`src/rtl/ctr_pkg.sv`:
```
package ctr_pkg;

  localparam int DATA_W        = 32;
  localparam int AMP_W         = 15;
  localparam int SAMP_W        = 16;
  localparam int FRAC_BITS     = 30;
  localparam int RENORM_PERIOD = 1024;
  localparam int CNT_W         = $clog2(RENORM_PERIOD);
  localparam int PROD_W        = 2 * DATA_W;
  localparam int ACC_W         = PROD_W + 2;
  localparam int CFG_IDX_W     = 2;

  localparam logic [CFG_IDX_W-1:0] REG_ROT_COS = 2'd0;
  localparam logic [CFG_IDX_W-1:0] REG_ROT_SIN = 2'd1;
  localparam logic [CFG_IDX_W-1:0] REG_AMP     = 2'd2;

  localparam logic signed [DATA_W-1:0] UNIT_RE   = DATA_W'(1) << FRAC_BITS;
  localparam logic signed [DATA_W-1:0] COS_RESET = DATA_W'(1) << FRAC_BITS;
  localparam logic signed [DATA_W-1:0] SIN_RESET = '0;
  localparam logic [AMP_W-1:0]         AMP_RESET = AMP_W'(22936);

  localparam int PC_W = 5;
  localparam logic [PC_W-1:0] STEP_START  = PC_W'(0);
  localparam logic [PC_W-1:0] STEP_RENORM = PC_W'(8);
  localparam logic [PC_W-1:0] STEP_FIN    = PC_W'(16);

  typedef enum logic [1:0] {
    A_RE,
    A_IM,
    A_AMP
  } a_sel_t;

  typedef enum logic [2:0] {
    B_RE,
    B_IM,
    B_COS,
    B_SIN,
    B_K
  } b_sel_t;

  typedef enum logic [1:0] {
    ACC_HOLD,
    ACC_LOAD,
    ACC_ADD,
    ACC_SUB
  } acc_op_t;

  typedef enum logic [2:0] {
    WR_NONE,
    WR_SI,
    WR_SQ,
    WR_TRE,
    WR_COMMIT,
    WR_K
  } wr_op_t;

  typedef enum logic [1:0] {
    J_NEXT,
    J_WRAP,
    J_FIN
  } jmp_t;

  typedef struct packed {
    a_sel_t          mul_a;
    b_sel_t          mul_b;
    acc_op_t         acc_op;
    wr_op_t          wr_op;
    jmp_t            jmp;
    logic [PC_W-1:0] target;
  } ctl_t;

  localparam ctl_t CTL_IDLE = '{A_RE, B_RE, ACC_HOLD, WR_NONE, J_FIN, STEP_START};

  function automatic ctl_t cw(a_sel_t a, b_sel_t b, acc_op_t acc, wr_op_t wr,
                              jmp_t j, logic [PC_W-1:0] tgt);
    ctl_t c;
    c.mul_a  = a;
    c.mul_b  = b;
    c.acc_op = acc;
    c.wr_op  = wr;
    c.jmp    = j;
    c.target = tgt;
    return c;
  endfunction

  // Microprogram. The multiplier product is registered, so each step accumulates the product formed by the step before.
  function automatic ctl_t ucode(logic [PC_W-1:0] pc);
    ctl_t c;
    unique case (pc)
      // sample outputs, then rotation
      PC_W'(0):  c = cw(A_AMP, B_IM,  ACC_HOLD, WR_NONE,   J_NEXT, STEP_START);
      PC_W'(1):  c = cw(A_AMP, B_RE,  ACC_LOAD, WR_NONE,   J_NEXT, STEP_START);
      PC_W'(2):  c = cw(A_RE,  B_COS, ACC_LOAD, WR_SI,     J_NEXT, STEP_START);
      PC_W'(3):  c = cw(A_IM,  B_SIN, ACC_LOAD, WR_SQ,     J_NEXT, STEP_START);
      PC_W'(4):  c = cw(A_RE,  B_SIN, ACC_SUB,  WR_NONE,   J_NEXT, STEP_START);
      PC_W'(5):  c = cw(A_IM,  B_COS, ACC_LOAD, WR_TRE,    J_NEXT, STEP_START);
      PC_W'(6):  c = cw(A_RE,  B_RE,  ACC_ADD,  WR_NONE,   J_NEXT, STEP_START);
      PC_W'(7):  c = cw(A_RE,  B_RE,  ACC_HOLD, WR_COMMIT, J_WRAP, STEP_FIN);
      // renormalization: k = 1.5 - 0.5*|u|^2, u *= k
      PC_W'(8):  c = cw(A_RE,  B_RE,  ACC_HOLD, WR_NONE,   J_NEXT, STEP_START);
      PC_W'(9):  c = cw(A_IM,  B_IM,  ACC_LOAD, WR_NONE,   J_NEXT, STEP_START);
      PC_W'(10): c = cw(A_RE,  B_RE,  ACC_ADD,  WR_NONE,   J_NEXT, STEP_START);
      PC_W'(11): c = cw(A_RE,  B_RE,  ACC_HOLD, WR_K,      J_NEXT, STEP_START);
      PC_W'(12): c = cw(A_RE,  B_K,   ACC_HOLD, WR_NONE,   J_NEXT, STEP_START);
      PC_W'(13): c = cw(A_IM,  B_K,   ACC_LOAD, WR_NONE,   J_NEXT, STEP_START);
      PC_W'(14): c = cw(A_RE,  B_RE,  ACC_LOAD, WR_TRE,    J_NEXT, STEP_START);
      PC_W'(15): c = cw(A_RE,  B_RE,  ACC_HOLD, WR_COMMIT, J_NEXT, STEP_START);
      PC_W'(16): c = cw(A_RE,  B_RE,  ACC_HOLD, WR_NONE,   J_FIN,  STEP_START);
      default:   c = CTL_IDLE;
    endcase
    return c;
  endfunction

endpackage

```
`src/rtl/complex_tone_rotator.sv`:
```
// Recursive complex tone generator on one shared 32x32 multiplier.
// Result registered when the final microprogram step retires; a beat that ends
// a renormalization period also runs the renorm steps (one Newton step).
// One beat at a time (in_stall while busy), the final step waiting out out_stall;
// pacing set by the microprogram length, one multiply per step on the multiplier.
// Reset (rst_n low, synchronous): phasor 1+0j, counter 0, registers to defaults.
module complex_tone_rotator (
  input  logic                                  clk,
  input  logic                                  rst_n,
  input  logic                                  cfg_wr_en,
  input  logic [ctr_pkg::CFG_IDX_W-1:0]         cfg_index,
  input  logic [ctr_pkg::DATA_W-1:0]            cfg_data,
  input  logic                                  in_valid,
  output logic                                  in_stall,
  input  logic                                  in_restart,
  output logic                                  out_valid,
  input  logic                                  out_stall,
  output logic signed [ctr_pkg::SAMP_W-1:0]     out_i_sample,
  output logic signed [ctr_pkg::SAMP_W-1:0]     out_q_sample
);

  logic signed [ctr_pkg::DATA_W-1:0]  cos_r, sin_r;
  logic        [ctr_pkg::AMP_W-1:0]   amp_r;
  logic                               out_valid_r;
  logic signed [ctr_pkg::SAMP_W-1:0]  out_i_r, out_q_r;
  logic signed [ctr_pkg::SAMP_W-1:0]  si, sq;
  logic                               busy, done, start, out_blocked;
  ctr_pkg::ctl_t                      ctl;

  assign start       = in_valid && !busy;
  assign in_stall    = busy;
  assign out_blocked = out_valid_r && out_stall;

  always_ff @(posedge clk) begin
    if (!rst_n) begin
      cos_r <= ctr_pkg::COS_RESET;
      sin_r <= ctr_pkg::SIN_RESET;
      amp_r <= ctr_pkg::AMP_RESET;
    end else if (cfg_wr_en) begin
      unique case (cfg_index)
        ctr_pkg::REG_ROT_COS: cos_r <= cfg_data;
        ctr_pkg::REG_ROT_SIN: sin_r <= cfg_data;
        ctr_pkg::REG_AMP:     amp_r <= cfg_data[ctr_pkg::AMP_W-1:0];
        default: ;
      endcase
    end
  end

  ctr_sequencer u_seq (
    .clk         (clk),
    .rst_n       (rst_n),
    .start       (start),
    .restart     (in_restart),
    .out_blocked (out_blocked),
    .busy        (busy),
    .done        (done),
    .ctl         (ctl)
  );

  ctr_datapath u_dp (
    .clk       (clk),
    .rst_n     (rst_n),
    .ctl       (ctl),
    .load_unit (start && in_restart),
    .rot_cos   (cos_r),
    .rot_sin   (sin_r),
    .amp       (amp_r),
    .si        (si),
    .sq        (sq)
  );

  always_ff @(posedge clk) begin
    if (!rst_n) begin
      out_valid_r <= 1'b0;
    end else if (done) begin
      out_valid_r <= 1'b1;
    end else if (out_valid_r && !out_stall) begin
      out_valid_r <= 1'b0;
    end
  end

  always_ff @(posedge clk) begin
    if (done) begin
      out_i_r <= si;
      out_q_r <= sq;
    end
  end

  assign out_valid    = out_valid_r;
  assign out_i_sample = out_i_r;
  assign out_q_sample = out_q_r;

endmodule

```
`src/rtl/ctr_sequencer.sv`:
```
module ctr_sequencer (
  input  logic            clk,
  input  logic            rst_n,
  input  logic            start,
  input  logic            restart,
  input  logic            out_blocked,
  output logic            busy,
  output logic            done,
  output ctr_pkg::ctl_t   ctl
);

  logic                        busy_r, busy_nxt;
  logic [ctr_pkg::PC_W-1:0]    pc_r, pc_nxt;
  logic [ctr_pkg::CNT_W-1:0]   cnt_r, cnt_nxt;
  logic                        wrap;

  assign ctl  = busy_r ? ctr_pkg::ucode(pc_r) : ctr_pkg::CTL_IDLE;
  assign busy = busy_r;
  assign wrap = (cnt_r == ctr_pkg::CNT_W'(ctr_pkg::RENORM_PERIOD - 1));
  // result register must be free before the last step retires
  assign done = busy_r && (ctl.jmp == ctr_pkg::J_FIN) && !out_blocked;

  always_comb begin
    busy_nxt = busy_r;
    pc_nxt   = pc_r;
    cnt_nxt  = cnt_r;
    if (start) begin
      busy_nxt = 1'b1;
      pc_nxt   = ctr_pkg::STEP_START;
      if (restart) begin
        cnt_nxt = '0;
      end
    end else if (busy_r) begin
      unique case (ctl.jmp)
        ctr_pkg::J_NEXT: begin
          pc_nxt = pc_r + ctr_pkg::PC_W'(1);
        end
        ctr_pkg::J_WRAP: begin
          if (wrap) begin
            cnt_nxt = '0;
            pc_nxt  = ctr_pkg::STEP_RENORM;
          end else begin
            cnt_nxt = cnt_r + ctr_pkg::CNT_W'(1);
            pc_nxt  = ctl.target;
          end
        end
        ctr_pkg::J_FIN: begin
          if (!out_blocked) begin
            busy_nxt = 1'b0;
            pc_nxt   = ctr_pkg::STEP_START;
          end
        end
        default: begin
          busy_nxt = 1'b0;
          pc_nxt   = ctr_pkg::STEP_START;
        end
      endcase
    end
  end

  always_ff @(posedge clk) begin
    if (!rst_n) begin
      busy_r <= 1'b0;
      pc_r   <= ctr_pkg::STEP_START;
      cnt_r  <= '0;
    end else begin
      busy_r <= busy_nxt;
      pc_r   <= pc_nxt;
      cnt_r  <= cnt_nxt;
    end
  end

  a_idle_pc: assert property (@(posedge clk) disable iff (!rst_n)
    !busy_r |-> pc_r == ctr_pkg::STEP_START)
    else $error("sequencer idle with nonzero step");

  a_cnt_range: assert property (@(posedge clk) disable iff (!rst_n)
    cnt_r <= ctr_pkg::CNT_W'(ctr_pkg::RENORM_PERIOD - 1))
    else $error("renorm counter out of range");

  a_start: assert property (@(posedge clk) disable iff (!rst_n)
    start |=> busy_r && pc_r == ctr_pkg::STEP_START)
    else $error("start did not launch program");

  a_done: assert property (@(posedge clk) disable iff (!rst_n)
    done |=> !busy_r)
    else $error("sequencer still busy after final step");

  a_wrap_restart: assert property (@(posedge clk) disable iff (!rst_n)
    (start && restart) |=> cnt_r == '0)
    else $error("restart did not clear renorm counter");

endmodule

```
`src/rtl/ctr_datapath.sv`:
```
module ctr_datapath (
  input  logic                                clk,
  input  logic                                rst_n,
  input  ctr_pkg::ctl_t                       ctl,
  input  logic                                load_unit,
  input  logic signed [ctr_pkg::DATA_W-1:0]   rot_cos,
  input  logic signed [ctr_pkg::DATA_W-1:0]   rot_sin,
  input  logic        [ctr_pkg::AMP_W-1:0]    amp,
  output logic signed [ctr_pkg::SAMP_W-1:0]   si,
  output logic signed [ctr_pkg::SAMP_W-1:0]   sq
);

  localparam int DW = ctr_pkg::DATA_W;
  localparam int AW = ctr_pkg::ACC_W;
  localparam int FB = ctr_pkg::FRAC_BITS;

  localparam logic signed [AW-1:0] RND_HALF   = AW'(1) << (FB - 1);
  localparam logic signed [AW-1:0] R2_RND     = AW'(1) << FB;
  localparam logic signed [AW-1:0] THREE_HALF = AW'(3) << (FB - 1);
  localparam logic signed [AW-1:0] MAX32      = AW'(2147483647);
  localparam logic signed [AW-1:0] MIN32      = -(AW'(2147483647)) - AW'(1);
  localparam logic signed [AW-1:0] MAX16      = AW'(32767);
  localparam logic signed [AW-1:0] MIN16      = -(AW'(32768));

  function automatic logic signed [DW-1:0] sat32(logic signed [AW-1:0] x);
    logic signed [DW-1:0] y;
    if (x > MAX32) begin
      y = MAX32[DW-1:0];
    end else if (x < MIN32) begin
      y = MIN32[DW-1:0];
    end else begin
      y = x[DW-1:0];
    end
    return y;
  endfunction

  function automatic logic signed [ctr_pkg::SAMP_W-1:0] sat16(logic signed [AW-1:0] x);
    logic signed [ctr_pkg::SAMP_W-1:0] y;
    if (x > MAX16) begin
      y = MAX16[ctr_pkg::SAMP_W-1:0];
    end else if (x < MIN16) begin
      y = MIN16[ctr_pkg::SAMP_W-1:0];
    end else begin
      y = x[ctr_pkg::SAMP_W-1:0];
    end
    return y;
  endfunction

  logic signed [DW-1:0]                  re_r, im_r, tre_r, k_r;
  logic signed [ctr_pkg::PROD_W-1:0]     p_r;
  logic signed [AW-1:0]                  acc_r;
  logic signed [ctr_pkg::SAMP_W-1:0]     si_r, sq_r;
  logic signed [DW-1:0]                  op_a, op_b;
  logic signed [AW-1:0]                  p_ext, rnd, half, k_full;

  always_comb begin
    case (ctl.mul_a)
      ctr_pkg::A_IM:  op_a = im_r;
      ctr_pkg::A_AMP: op_a = {{(DW - ctr_pkg::AMP_W){1'b0}}, amp};
      default:        op_a = re_r;
    endcase
    case (ctl.mul_b)
      ctr_pkg::B_IM:  op_b = im_r;
      ctr_pkg::B_COS: op_b = rot_cos;
      ctr_pkg::B_SIN: op_b = rot_sin;
      ctr_pkg::B_K:   op_b = k_r;
      default:        op_b = re_r;
    endcase
  end

  assign p_ext  = AW'(p_r);
  assign rnd    = (acc_r + RND_HALF) >>> FB;
  // |u|^2 is never negative, so the shift is a plain floor
  assign half   = (acc_r + R2_RND) >>> (FB + 1);
  assign k_full = THREE_HALF - half;

  always_ff @(posedge clk) begin
    p_r <= op_a * op_b;
    case (ctl.acc_op)
      ctr_pkg::ACC_LOAD: acc_r <= p_ext;
      ctr_pkg::ACC_ADD:  acc_r <= acc_r + p_ext;
      ctr_pkg::ACC_SUB:  acc_r <= acc_r - p_ext;
      default:           acc_r <= acc_r;
    endcase
    case (ctl.wr_op)
      ctr_pkg::WR_SI:  si_r  <= sat16(rnd);
      ctr_pkg::WR_SQ:  sq_r  <= sat16(rnd);
      ctr_pkg::WR_TRE: tre_r <= sat32(rnd);
      ctr_pkg::WR_K:   k_r   <= sat32(k_full);
      default: ;
    endcase
  end

  always_ff @(posedge clk) begin
    if (!rst_n) begin
      re_r <= ctr_pkg::UNIT_RE;
      im_r <= '0;
    end else if (load_unit) begin
      re_r <= ctr_pkg::UNIT_RE;
      im_r <= '0;
    end else if (ctl.wr_op == ctr_pkg::WR_COMMIT) begin
      re_r <= tre_r;
      im_r <= sat32(rnd);
    end
  end

  assign si = si_r;
  assign sq = sq_r;

endmodule

```
`config.mk`:
```
export PLATFORM = sky130hd
export DESIGN_NAME = complex_tone_rotator
export DESIGN_NICKNAME = d
export VERILOG_FILES = /design/src/rtl/ctr_pkg.sv /design/src/rtl/complex_tone_rotator.sv /design/src/rtl/ctr_sequencer.sv /design/src/rtl/ctr_datapath.sv
export SDC_FILE = /design/constraint.sdc
export NUM_CORES = 2
export LEC_CHECK = 0
export ABC_AREA = 1
export BUFFER_PORTS_ARGS = -buffer_cell sky130_fd_sc_hd__buf_2
export CAP_MARGIN = 5
export CORE_UTILIZATION = 36
export CTS_BUF_LIST = sky130_fd_sc_hd__clkbuf_8
export CTS_CLUSTER_SIZE = 28
export DETAILED_ROUTE_END_ITERATION = 8
export PLACE_DENSITY_LB_ADDON = 0.05
export REMOVE_ABC_BUFFERS = 1
export SLEW_MARGIN = 20
export SYNTH_ARGS = -nofsm -noshare
export SYNTH_HDL_FRONTEND = slang
export SYNTH_SLANG_ARGS = --single-unit
```
`constraint.sdc`:
```
create_clock -name clk -period 12.71 [get_ports clk]
set_input_delay 1.271 -clock clk [delete_from_list [all_inputs] [get_ports clk]]
set_output_delay 1.271 -clock clk [all_outputs]
set_load 0.01 [all_outputs]
```
Yosys cells after proc, flatten, opt, wreduce, memory -nomap -nowiden. Memory sizes are Yosys's and may differ from the RTL's. A register that Yosys moved wholly into a read port is not among the register bits. Cells that the tools add are included.

Mux-type cells: 25. Reductions and logical operators: 23. Equal/unequal tests: 21. Magnitude comparators: 6. $mul: 1. Bitwise operators: 1. Add/sub/neg operators: 7.

Operators by type and width (number): case mux 66 bit (3 select lines) (1); case mux 32 bit (4 select lines) (1); 2-to-1 mux 32 bit (3); adder 66 x 31 -> 66 bit (second input constant) (1); adder 66 x 32 -> 66 bit (second input constant) (1); adder 66 x 64 -> 66 bit (1); > comparator 66 x 32 -> 1 bit (second input constant) (1); < comparator 66 x 32 -> 1 bit (second input constant) (1); subtractor 66 x 64 -> 66 bit (1); multiplier 32 x 32 -> 64 bit (1); case mux 32 bit (2 select lines) (1); 2-to-1 mux 10 bit (5); > comparator 36 x 16 -> 1 bit (second input constant) (1); > comparator 36 x 32 -> 1 bit (second input constant) (1); < comparator 36 x 16 -> 1 bit (second input constant) (1); < comparator 36 x 32 -> 1 bit (second input constant) (1); subtractor 32 x 35 -> 36 bit (first input constant) (1); 2-to-1 mux 16 bit (2); 2-to-1 mux 5 bit (4); 2-to-1 mux 17 bit (1); case mux 5 bit (3 select lines) (1); == test 3 x 2 -> 1 bit (second input constant) (4); adder 10 x 1 -> 10 bit (second input constant) (1); == test 10 bit (second input constant) (1); 17 further kinds (47).

Memories kept: 1. Output and inout port bits: 34. Bits in registers: 418. Logic and storage cells: 102. Bits in read-only memories: 416.

Memory list: (no name shown) (depth 32, width 13, rd ports 1, clocked after Yosys merged registers in 1, write ports 0, RTL line ctr_pkg.sv:89) `unique case (pc)`.

Longest topological paths before layout.
Depth in word-level cells: 6. Depth in mapped cells: 43. Depth with buffers taken out: 39.

Cells and area by module. From an unflattened synthesis, not the netlist that was laid out.

Cell total of the unflattened synthesis: 7879. Area total of the unflattened synthesis: 63002.9 um^2.

Modules (own cells, without submodules): ctr_datapath (cells an instance 7114, sequential area each 7427.1 um^2, area an instance 57012.2 um^2, instances 1); complex_tone_rotator (cells an instance 535, sequential area each 2562.5 um^2, area an instance 4299.1 um^2, instances 1); ctr_sequencer (cells an instance 230, sequential area each 560.5 um^2, area an instance 1691.6 um^2, instances 1).

Worst setup path before layout. OpenSTA, ideal clock, no wires.

Kind: register to register. Start point: register u_seq.busy_r, in the netlist u_seq.busy. End point: register u_dp.p_r[61] (netlist name). Path buffers: 3. Cell stages (with the launch flop): 36. Setup slack: 3615 ps. Setup time: 72 ps. Arrival: 9024 ps. Cell sequence: dfxtp_1 > buf_2 > nand2_1 > inv_1 > ha_1 > clkbuf_1 > nor2_1 > inv_2 > o22ai_1 > clkinv_1 > clkbuf_1 > nor2_1 > fa_1 > fa_1 > fa_1 > fa_1 > inv_1 > fa_1 > inv_1 > fa_1 > inv_1 > fa_1 > inv_1 > fa_1 > ha_1 > nand2_1 > nor2_1 > inv_1 > nor2_1 > nand3_1 > nor4_1 > nand2_1 > o211ai_1 > nand2_1 > nand3_1 > xor2_1.

Word-level cells in the longest chain between the ends: 4. Elaborated cells on any way between the ends: 10. Those cells by class: mul: 1; eq/ne: 6; mux: 3.

RTL lines: from (decl) (RTL line ctr_sequencer.sv:12) `logic busy_r, busy_nxt;`; from (signal assigned) (RTL line ctr_sequencer.sv:67) `busy_r <= busy_nxt;`; 2-to-1 mux 17 bit (*) (RTL line ctr_sequencer.sv:17) `assign ctl = busy_r ? ctr_pkg::ucode(pc_r) : ctr_pkg::CTL_IDLE;`; == test 3 bit (tied with other cells) (RTL line ctr_datapath.sv:62) `case (ctl.mul_b)`; case mux 32 bit (4 select lines) / case mux 32 bit (2 select lines) (equally long branches) (RTL line ctr_datapath.sv:62, ctr_datapath.sv:57); multiplier 32 x 32 -> 64 bit (*) (RTL line ctr_datapath.sv:78) `p_r <= op_a * op_b;`; to (signal assigned) (RTL line ctr_datapath.sv:78); to (decl) (RTL line ctr_datapath.sv:50) `logic signed [ctr_pkg::PROD_W-1:0] p_r;`.

Mark *: on every way between the ends. The rest lies on a longest branch, timed or not. A chain may end at the register's enable or synchronous reset.

Final worst setup path.
Start point: register u_seq.busy_r, in the netlist u_seq.busy. End point: register u_dp.p_r[48] (netlist name).

Same word-level chain as after synthesis.

==> impl_results.md <==
- Status: finished clean
- Number of global-route vias before repair: 52180
- Worst Path Max Fanout: 32
- RSZ-0062 raised after global routing: no
- Netlist cell types: 57
- Final wirelength: 244100 µm
- Crit path time final: 10.80 ns
- Clock-pin transition on the worst setup and hold timing paths: 0.07 ns
- RR Endpoint: u_dp.p_r[48]
- CTS tree: built
- R2R depth: 30
- TritonRoute pass-1 iters: 9
- Largest net degree at the start of global routing: 99
- Synth-to-Final Area Change: 8.117%
- Top post-synthesis cells by area: fa_1 35%, inv_1 10%, edfxtp_1 9.5%, nand2_1 8.2%, dfxtp_1 7.7%
- Layout Skew: 0.07844 ns
- Initial DRC Count: 3999
- RD Place Congestion: 0.9423
- CP endpoint kind: flop
- FMAX: 0.09256 GHz
- Synth Area per Inst: 8.032 µm²
- Setup violators final: 0
- Via density: 5.124
- CP max stage delay: 0.96 ns
- First-pass GRT wire length: 359500 µm
- Hold Path Origin: u_dp.sq[10]
- Pre-CTS setup slack: 1.864 ns
- Post-synth top area cell: fa_1
- Reg2Reg Setup Slack: 1.91 ns
- Initial Util: 36.25%
- I/O Buffers: 73
- Die area: 172100 µm²
- Vias: 51020
- Worst path arrival time: 11.44 ns
- Tcrit/Tclk final: 85.00%
- CP top delay family: adder cells
- Worst path slowest cell: a221oi_1
- Crit path top cell by count: fa_1
- Max Slew Vio Count: 0
- Share of the yosys chip area belonging to registers: 17.19%
- Main synth FF type: dfxtp_1
- Die X-Extent: 414.9 µm
- Required @ worst endpoint: 13.35 ns
- # DRC: 0
- CTS Buf Count: 79
- Die H: 414.9 µm
- # hold bufs at CTS: 0
- LEAKAGE: 31.63 nW
- Hold WC Path Type: reg -> reg
- Global route total overflow: 0
- # rows: 151
- Drt wl/cell: 24.52 µm
- P per Cell Area: 116.2 nW/µm²
- WP buf/inv: 6
- Crit path launch type: flop
- Share of layout cells above drive strength 1: 6.349%
- Final cell utilization of the core: 39.19%
- Measured slew at the worst slew-check pin: 1.171 ns
- I/O Pins: 74
- Max Cap Viol: 0
- Initial antenna violation count: 10
- Max transition margin: 21.82%
- Yosys reg bits: 430
- Mapped cell area: 61370 µm²
- Bufs on Longest Clock Path: 3
- Core Area: 169300 µm²
- WHS Endpoint: out_q_sample[10]
- GR Util All Layers: 28.50%
- EDFF count, synth: 194
- Final HPWL DP: 200100 µm
- Ys Warns: 0
- Synth async-reset ratio: 0%
- Setup CP Type: reg -> reg
- Routed Antenna Nets: 0
- Nets: 9055
- CTS root buf: clkbuf_8
- Num Clock Sinks: 430
- Reg2reg start: u_seq.busy
- Postcts setup bufs: 0
- H-tree levels: 3
- Worst skew pair latency: 0.77 ns
- Maximum vdd drop: 0.1190 mV
- Final WS setup: 1.907 ns
- Tot Pwr: 7.712 mW
- Post-synth top area share: 35.33%
- Post-Route Setup TNS: 0 ns
- Hold path depth: 0
- CTS resizes: 0
- Final hold violation count: 0
- Mapped Cells: 7641
==> worst max-delay path by stage <==
stage                    start           end  slack, ns  depth (start not counted)
CTS                 u_seq.busy  u_dp.p_r[48]       1.88                         30
finish              u_seq.busy  u_dp.p_r[48]       1.91                         30
global route        u_seq.busy  u_dp.p_r[61]       1.20                         35
global placement    u_seq.busy  u_dp.p_r[48]       1.38                         32
detailed placement  u_seq.busy  u_dp.p_r[48]       1.86                         30
floorplan           u_seq.busy  u_dp.p_r[61]       2.72                         31
==> cell usage in the layout (no fill, tap or decap), types with 36 or more instances in the layout <==
master,instances
a21oi_1,310
a221oi_1,36
a31oi_1,41
buf_2,73
buf_4,127
clkbuf_8,92
dfxtp_1,236
edfxtp_1,194
fa_1,1083
ha_1,263
inv_1,1693
nand2_1,1333
nand2_2,40
nand3_1,156
nand4_1,46
nor2_1,1041
nor3_1,58
o211ai_1,41
o21ai_0,298
xnor2_1,63
xor2_1,156
==> sequential cells by signal (all words and copies together), names as in the netlist, 10 cells and up, named ones only <==
signal,count
u_dp.tre_r,32
out_i_sample,16
u_dp.re_r,32
u_dp.acc_r,66
u_dp.p_r,64
u_dp.si,16
u_seq.cnt_r,10
out_q_sample,16
sin_r,32
cos_r,32
u_dp.k_r,32
u_dp.sq,16
u_dp.im_r,32
amp_r,15
==> cell families (layout without fill, tap and decap cells) <==
family | count (synthesis) | after routing | share of synthesized area (%)
other | 0 | 5 | 0
adder cells (fa/ha/maj) | 1346 | 1346 | 40.69
XOR/XNOR | 219 | 219 | 3.126
flip-flops | 430 | 430 | 17.19
buffers and inverters | 1951 | 2044 | 12.15
AND/OR/NAND/NOR | 2798 | 2798 | 18.58
AO/OA/AOI/OAI | 897 | 897 | 8.259
==> metrics by stage <==
stage / hold slack [ns] / std cells / instance area (µm²)
after floorplan: 0.4003 / 7388 / 60290
after detailed placement: 0.4045 / 9806 / 64680
after global placement: 0.4013 / 9805 / 64670
final: 0.4121 / 9957 / 66350
after global routing: 0.4138 / 9953 / 66340
after CTS: 0.4128 / 9952 / 66340
==> cell type report <==
| class | instances | area, µm² |
|---|---|---|
| flip-flops and latches | 430 | 10550 |
| clock buffers | 92 | 1266 |
| fillers | 17890 | 102900 |
| well taps | 2218 | 2775 |
| repair buffers | 200 | 1319 |
| diodes | 5 | 12.51 |
| multi-input cells | 5260 | 43660 |
| clock inverters | 54 | 395.4 |
| inverters | 1698 | 6376 |
==> power by group <==
| part | internal, mW | switching, mW | total (mW) |
|---|---|---|---|
| sequential | 1.59 | 0.207 | 1.79 |
| combinational | 1.39 | 3.08 | 4.47 |
| clock | 0.769 | 0.682 | 1.45 |
| total | 3.74 | 3.97 | 7.71 |
==> Yosys cell counts (46+ instances only) <==
cell type  number
nor3_1         62
buf_2          48
o21ai_1        52
ha_1          263
o21ai_0       307
dfxtp_1       236
edfxtp_1      194
nand4_1        46
nor2_1       1044
xor2_1        156
fa_1         1083
nand3_1       156
nand2_1      1335
inv_1        1669
xnor2_1        63
a21oi_1       310
clkbuf_1      182
==> per-layer routing <==
layer  up-vias  share of wire, %  global-route usage [%]
li1      23180                 -                       -
met1     26070                47                   41.28
met2      1531                46                   45.41
met3       232               5.8                   4.098
met4         8               2.0                   5.261
met5         -             0.029                  0.1389
(Power assumes the default switching activity.)
